`config.mk`:
```
export PLATFORM = sky130hd
export DESIGN_NAME = base64_encoder_unit
export DESIGN_NICKNAME = d
export VERILOG_FILES = /design/src/design/b64e_pkg.sv /design/src/design/b64e_front.sv /design/src/design/b64e_queue.sv /design/src/design/b64e_back.sv /design/src/design/base64_encoder_unit.sv
export SDC_FILE = /design/constraint.sdc
export NUM_CORES = 1
export LEC_CHECK = 0
export BUFFER_PORTS_ARGS = -buffer_cell sky130_fd_sc_hd__buf_2
export CORE_MARGIN = 5
export CORE_UTILIZATION = 30
export DETAILED_ROUTE_END_ITERATION = 12
export HOLD_SLACK_MARGIN = 0.05
export SLEW_MARGIN = 20
export SYNTH_ARGS = -nofsm -noshare
export SYNTH_HDL_FRONTEND = slang
export SYNTH_HIERARCHICAL = 1
export SYNTH_SLANG_ARGS = --single-unit
```
`constraint.sdc`:
```
create_clock -name clk -period 3.6 [get_ports clk]
set_clock_uncertainty 0.05 [all_clocks]
set_input_delay 0.72 -clock clk [delete_from_list [all_inputs] [get_ports clk]]
set_output_delay 0.72 -clock clk [all_outputs]
set_load 0.01 [all_outputs]
```
`src/design/b64e_pkg.sv`:
```
// shared types, constants and character mapping for the base64 encoder
`default_nettype none
package b64e_pkg;

  localparam logic [7:0] CHAR_PAD   = 8'h3D;
  localparam logic [7:0] CHAR_PLUS  = 8'h2B;
  localparam logic [7:0] CHAR_SLASH = 8'h2F;
  localparam logic [7:0] CHAR_UA    = 8'h41;
  localparam logic [7:0] CHAR_LA    = 8'h61;
  localparam logic [7:0] CHAR_D0    = 8'h30;

  localparam logic [1:0] POS_FIRST  = 2'd0;
  localparam logic [1:0] POS_SECOND = 2'd1;
  localparam logic [1:0] POS_THIRD  = 2'd2;
  localparam logic [1:0] POS_UNUSED = 2'd3;

  localparam logic [1:0] CH_IDX_LAST = 2'd3;

  // one closed group on its way from front to back
  typedef struct packed {
    logic [23:0] triple;
    logic [1:0]  nbm1;   // real bytes minus one
    logic        last;
  } grp_t;

  typedef struct packed {
    logic       emit;
    logic [1:0] idx;
    logic       pad;
  } back_stat_t;

  function automatic logic [7:0] b64_char(input logic [5:0] idx);
    logic [7:0] ch;
    if (idx < 6'd26) begin
      ch = CHAR_UA + {2'b00, idx};
    end else if (idx < 6'd52) begin
      ch = CHAR_LA + {2'b00, idx} - 8'd26;
    end else if (idx < 6'd62) begin
      ch = CHAR_D0 + {2'b00, idx} - 8'd52;
    end else if (idx == 6'd62) begin
      ch = CHAR_PLUS;
    end else begin
      ch = CHAR_SLASH;
    end
    return ch;
  endfunction

endpackage
`default_nettype wire

```
`src/design/b64e_front.sv`:
```
// front part: gathers bytes into groups and closes a group on its third or last byte
`default_nettype none
module b64e_front (
  input  wire logic          clk,
  input  wire logic          rst_n,
  input  wire logic          in_valid,
  output logic               in_stall,
  input  wire logic [7:0]    in_byte,
  input  wire logic          in_last_byte,
  input  wire logic          q_full,
  output logic               q_push,
  output b64e_pkg::grp_t     q_wdata
);

  logic [15:0] pend_r, pend_nxt;
  logic [1:0]  pos_r, pos_nxt;
  logic [1:0]  pos_eff;
  logic        accept;
  logic        close;

  assign in_stall = q_full;
  assign accept   = in_valid && !q_full;
  assign pos_eff  = (pos_r == b64e_pkg::POS_UNUSED) ? b64e_pkg::POS_FIRST : pos_r;
  assign close    = in_last_byte || (pos_eff == b64e_pkg::POS_THIRD);
  assign q_push   = accept && close;

  always_comb begin
    q_wdata.nbm1 = pos_eff;
    q_wdata.last = in_last_byte;
    unique case (pos_eff)
      b64e_pkg::POS_FIRST:  q_wdata.triple = {in_byte, 16'h0000};
      b64e_pkg::POS_SECOND: q_wdata.triple = {pend_r[15:8], in_byte, 8'h00};
      default:              q_wdata.triple = {pend_r, in_byte};
    endcase
  end

  always_comb begin
    pend_nxt = pend_r;
    pos_nxt  = pos_r;
    if (accept) begin
      if (close) begin
        pend_nxt = 16'h0000;
        pos_nxt  = b64e_pkg::POS_FIRST;
      end else begin
        pend_nxt = (pos_eff == b64e_pkg::POS_FIRST) ? {in_byte, 8'h00}
                                                    : {pend_r[15:8], in_byte};
        pos_nxt  = pos_eff + 2'd1;
      end
    end
  end

  always_ff @(posedge clk) begin
    if (!rst_n) begin
      pend_r <= 16'h0000;
      pos_r  <= b64e_pkg::POS_FIRST;
    end else begin
      pend_r <= pend_nxt;
      pos_r  <= pos_nxt;
    end
  end

endmodule
`default_nettype wire

```
`src/design/b64e_queue.sv`:
```
// two-entry group queue between front and back
`default_nettype none
module b64e_queue (
  input  wire logic            clk,
  input  wire logic            rst_n,
  input  wire logic            push,
  input  wire b64e_pkg::grp_t  wdata,
  input  wire logic            pop,
  output b64e_pkg::grp_t       rdata,
  output logic                 full,
  output logic                 empty
);

  b64e_pkg::grp_t ent_r [2];
  logic       wr_ptr_r, wr_ptr_nxt;
  logic       rd_ptr_r, rd_ptr_nxt;
  logic [1:0] cnt_r, cnt_nxt;

  assign full  = (cnt_r == 2'd2);
  assign empty = (cnt_r == 2'd0);
  assign rdata = ent_r[rd_ptr_r];

  always_comb begin
    wr_ptr_nxt = push ? !wr_ptr_r : wr_ptr_r;
    rd_ptr_nxt = pop ? !rd_ptr_r : rd_ptr_r;
    cnt_nxt    = cnt_r + {1'b0, push} - {1'b0, pop};
  end

  always_ff @(posedge clk) begin
    if (push) begin
      ent_r[wr_ptr_r] <= wdata;
    end
  end

  always_ff @(posedge clk) begin
    if (!rst_n) begin
      wr_ptr_r <= 1'b0;
      rd_ptr_r <= 1'b0;
      cnt_r    <= 2'd0;
    end else begin
      wr_ptr_r <= wr_ptr_nxt;
      rd_ptr_r <= rd_ptr_nxt;
      cnt_r    <= cnt_nxt;
    end
  end

endmodule
`default_nettype wire

```
`src/design/b64e_back.sv`:
```
// back part: turns one group into four characters, one per cycle while out_stall is low, into an output register
`default_nettype none
module b64e_back (
  input  wire logic            clk,
  input  wire logic            rst_n,
  input  wire b64e_pkg::grp_t  q_rdata,
  input  wire logic            q_empty,
  output logic                 q_pop,
  output logic                 out_valid,
  input  wire logic            out_stall,
  output logic [7:0]           out_char,
  output logic                 out_last_char,
  output b64e_pkg::back_stat_t stat
);

  b64e_pkg::grp_t cur_r, cur_nxt;
  logic       busy_r, busy_nxt;
  logic [1:0] idx_r, idx_nxt;
  logic       ov_r, ov_nxt;
  logic [7:0] ch_r, ch_nxt;
  logic       lc_r, lc_nxt;
  logic       adv, emit, load;
  logic [5:0] sext;
  logic       is_pad;

  assign adv   = !ov_r || !out_stall;
  assign emit  = busy_r && adv;
  assign load  = !busy_r || (emit && idx_r == b64e_pkg::CH_IDX_LAST);
  assign q_pop = load && !q_empty;

  always_comb begin
    case (idx_r)
      2'd0:    sext = cur_r.triple[23:18];
      2'd1:    sext = cur_r.triple[17:12];
      2'd2:    sext = cur_r.triple[11:6];
      default: sext = cur_r.triple[5:0];
    endcase
  end

  // characters past the real data are padding
  assign is_pad = idx_r > (cur_r.nbm1 + 2'd1);

  always_comb begin
    cur_nxt  = cur_r;
    busy_nxt = busy_r;
    idx_nxt  = idx_r;
    ov_nxt   = ov_r;
    ch_nxt   = ch_r;
    lc_nxt   = lc_r;
    if (adv) begin
      ov_nxt = busy_r;
    end
    if (emit) begin
      ch_nxt  = is_pad ? b64e_pkg::CHAR_PAD : b64e_pkg::b64_char(sext);
      lc_nxt  = cur_r.last && (idx_r == b64e_pkg::CH_IDX_LAST);
      idx_nxt = idx_r + 2'd1;
    end
    if (load) begin
      busy_nxt = !q_empty;
    end
    if (q_pop) begin
      cur_nxt = q_rdata;
      idx_nxt = 2'd0;
    end
  end

  always_ff @(posedge clk) begin
    cur_r <= cur_nxt;
    ch_r  <= ch_nxt;
    lc_r  <= lc_nxt;
  end

  always_ff @(posedge clk) begin
    if (!rst_n) begin
      busy_r <= 1'b0;
      idx_r  <= 2'd0;
      ov_r   <= 1'b0;
    end else begin
      busy_r <= busy_nxt;
      idx_r  <= idx_nxt;
      ov_r   <= ov_nxt;
    end
  end

  assign out_valid     = ov_r;
  assign out_char      = ch_r;
  assign out_last_char = lc_r;
  assign stat.emit     = emit;
  assign stat.idx      = idx_r;
  assign stat.pad      = is_pad;

endmodule
`default_nettype wire

```
`src/design/base64_encoder_unit.sv`:
```
// Streaming base64 encoder: bytes in, ASCII characters out (RFC 4648 alphabet).
// A group's closing byte goes into the queue, then into the back end's group register,
// and its first character into the output register. The back end sends one character
// per cycle while out_stall is low, four per group; the front takes a byte per cycle
// unless the two-entry group queue stalls the input when the back end falls behind.
// Reset (synchronous, rst_n low) clears the pending bytes, group position and queue.
`default_nettype none
module base64_encoder_unit (
  input  wire logic       clk,
  input  wire logic       rst_n,
  input  wire logic       in_valid,
  output logic            in_stall,
  input  wire logic [7:0] in_byte,
  input  wire logic       in_last_byte,
  output logic            out_valid,
  input  wire logic       out_stall,
  output logic [7:0]      out_char,
  output logic            out_last_char
);

  b64e_pkg::grp_t       q_wdata;
  b64e_pkg::grp_t       q_rdata;
  b64e_pkg::back_stat_t bk_stat;
  logic                 q_push, q_pop, q_full, q_empty;

  b64e_front u_front (
    .clk          (clk),
    .rst_n        (rst_n),
    .in_valid     (in_valid),
    .in_stall     (in_stall),
    .in_byte      (in_byte),
    .in_last_byte (in_last_byte),
    .q_full       (q_full),
    .q_push       (q_push),
    .q_wdata      (q_wdata)
  );

  b64e_queue u_queue (
    .clk   (clk),
    .rst_n (rst_n),
    .push  (q_push),
    .wdata (q_wdata),
    .pop   (q_pop),
    .rdata (q_rdata),
    .full  (q_full),
    .empty (q_empty)
  );

  b64e_back u_back (
    .clk           (clk),
    .rst_n         (rst_n),
    .q_rdata       (q_rdata),
    .q_empty       (q_empty),
    .q_pop         (q_pop),
    .out_valid     (out_valid),
    .out_stall     (out_stall),
    .out_char      (out_char),
    .out_last_char (out_last_char),
    .stat          (bk_stat)
  );

`ifndef SYNTHESIS
  a_no_push_full: assert property (@(posedge clk) disable iff (!rst_n)
    q_push |-> !q_full) else $error("group pushed into full queue");

  a_no_pop_empty: assert property (@(posedge clk) disable iff (!rst_n)
    q_pop |-> !q_empty) else $error("group popped from empty queue");

  a_pad_late: assert property (@(posedge clk) disable iff (!rst_n)
    (bk_stat.emit && bk_stat.pad) |-> (bk_stat.idx == 2'd2 || bk_stat.idx == 2'd3))
    else $error("padding in first two characters of a group");

  a_emit_shows: assert property (@(posedge clk) disable iff (!rst_n)
    bk_stat.emit |=> out_valid) else $error("emitted character not shown");
`endif

endmodule
`default_nettype wire
```
==> results.yml <==
run_status:
  outcome: "finished clean"
placement:
  portBuffers: 23
  dp_cells: 610
  routabilityCongestion: 0.819
  dpl_cell_area_um2: 5560
  dp_hpwl_mm: 6.45
logic_synthesis:
  netlist_area_um2: 5270
  avgSynthCellArea_um2: 14.1
  synthCells: 375
  syn-num-nets: 402
  synth_warnings: 6
critical_path:
  end_kind: "flip-flop"
  path_cells: "ha_1 -> mux2i_4 -> inv_1 -> ha_1 -> o31ai_2 -> a21oi_1 -> or3_1"
  cp_slowest_stage_delay_ns: 0.67
  path_delay_family: "adder cells"
  path_common_cell: "ha_1"
  cp-startpoint: "u_back/idx_r[0]$_SDFFE_PP0P_"
  r2r_start: "u_back/idx_r[0]$_SDFFE_PP0P_"
  critPathSlowestCell: "ha_1"
  worstSetupPathType: "flip-flop to flip-flop"
  cp_max_fo: 12
  crit_path_start_kind: "flip-flop"
  crit_arrival_ns: 3.00
  crit_buf_inv: 1
  worstPathRequired_ns: 3.70
timing:
  tightestPinTransition_ns: 0.912
  fin_setup_tns_ns: 0
  setup_viol: 0
  drv_slew: 0
  rsz0062_at_grt: "false"
  fin_crit_sh_pct: 80.6
  max_freq_ghz: 0.344
  fin_crit_ns: 2.90
  final_hold_viol_count: 0
  max-slew-margin-rel_pct: 39.2
clock_network:
  cts.repair.resized: 0
  path_clk_slew_ns: 0.06
  cts_made_buffers: 17
  clk-insertion-delay-late_ns: 0.41
  cts_setup_buffers: 0
  cts_tree: "built"
  htreeDepth: 4
  cts-hold-fix-buffers: 0
  cts.sinks: 117
  clk_path_buf_depth: 2
  root_buffer: "clkbuf_16"
grt:
  first_global_vias: 2930
  antenna_found_initial: 0
  grt_use_total_pct: 10.1
  grt_overflow: 0
  grt_max_degree: 29
  grt_first_pass_wirelength_mm: 15.9
floorplanning:
  io_pins: 24
  num_rows: 48
  initial_utilization_pct: 30.5
  fp.coreArea_um2: 17300
  die_w_um: 143
  fp.dieArea_um2: 20300
  die-height_um: 143
power_and_ir_drop:
  power_density_nw_per_um2: 843
  ir_worst_vdd_v: 0.000439
  p_total_w: 0.00520
  leakage_nw: 2.22
route:
  num_vias: 2987
  drc: 0
  drt-total-wl_mm: 9.46
  viasPerCell: 4.65
  wl_per_cell_um: 14.7
  firstDrtPassIters: 7
  postRouteAntennaNets: 0
  drt_iter0_drc: 152
finish:
  drive_above_1_share_pct: 26.4
  fin_area_um2: 6170
  syn_to_final_growth_pct: 17.0
  stdcell_count: 642
  nNetsFinal: 431
  diodes: 0
run:
  cap_viol_max_count: 0
hold_path:
  hold_path_class: "flip-flop to flip-flop"
  min_from: "u_front/pend_r[0]$_SDFFE_PN0P_"
## state kept, by name, summed over array words and instances (netlist names), 2 cells and up, named ones only
| signal | flops |
|---|---|
| u_back/cur_r | 27 |
| u_back/out_char | 8 |
| u_back/idx_r | 2 |
| u_queue/ent_r | 54 |
| u_front/pos_r | 2 |
| u_queue/cnt_r | 2 |
| u_front/pend_r | 16 |
## area by class of cell
type / count / area, µm²
timing repair buffer: 27 / 145
sequential: 117 / 3240
multi-input combinational: 224 / 1830
clock buffer: 19 / 464
fill: 1669 / 11100
inverter: 17 / 63.8
tap: 225 / 282
clock inverter: 13 / 141
## cell usage in the layout (no fill, tap or decap), drive strengths merged, types with 3 or more instances in the layout
| master | n |
|---|---|
| nand4 | 9 |
| a31oi | 4 |
| ha | 14 |
| inv | 22 |
| o21a | 3 |
| nand3 | 5 |
| a21boi | 10 |
| a22oi | 5 |
| edfxtp | 90 |
| clkbuf | 19 |
| a211oi | 3 |
| clkinv | 4 |
| a222oi | 4 |
| and2 | 14 |
| nor3 | 4 |
| nand2 | 22 |
| a22o | 17 |
| mux2 | 30 |
| buf | 27 |
| nor2b | 10 |
| mux2i | 4 |
| o21ai | 13 |
| dfxtp | 27 |
| nor2 | 15 |
| a21oi | 18 |
## metal layers
metal	vias up	wire length, µm	track usage, %	part of all wire (%)
met5	-	0	0	0
met4	0	219	4.80	2.3
li1	1468	-	-	-
met2	73	4280	14.8	45
met1	1428	4520	13.6	48
met3	18	434	3.16	4.6
## per-stage QoR
stage                     worst slack, ns  hold WS, ns  util [%]
final                               0.697        0.407      35.7
after global routing                0.524        0.425      35.7
after CTS                           0.686        0.406      35.6
after detailed placement            0.707        0.397      32.1
after global placement              0.819        0.392      32.1
after floorplan                     0.281        0.387         -
## worst register-to-register path, stage by stage, from the launching register on
cell	delay [ns]
dfxtp_1	0.42
ha_1	0.67
mux2i_4	0.50
inv_1	0.10
ha_1	0.26
o31ai_2	0.25
a21oi_1	0.06
or3_1	0.34
## power by group
group	switching, W	leakage (nW)	total [W]	internal (W)
Clock	0.000610	0.296	0.00169	0.00108
Combinational	0.000888	0.869	0.00156	0.000668
Sequential	0.0000957	1.06	0.00195	0.00185
Total	0.00159	2.22	0.00520	0.00360
## path summary, 6_finish.rpt
check        cells past startpoint                          endpoint  slack [ns]
max                              7  u_back/out_char[2]$_SDFFCE_PP1P_        0.70
max reg2reg                      7  u_back/out_char[2]$_SDFFCE_PP1P_        0.70
min                              2    u_front/pend_r[0]$_SDFFE_PN0P_        0.41
min reg2reg                      2    u_front/pend_r[0]$_SDFFE_PN0P_        0.41
(Power assumes the default switching activity.)
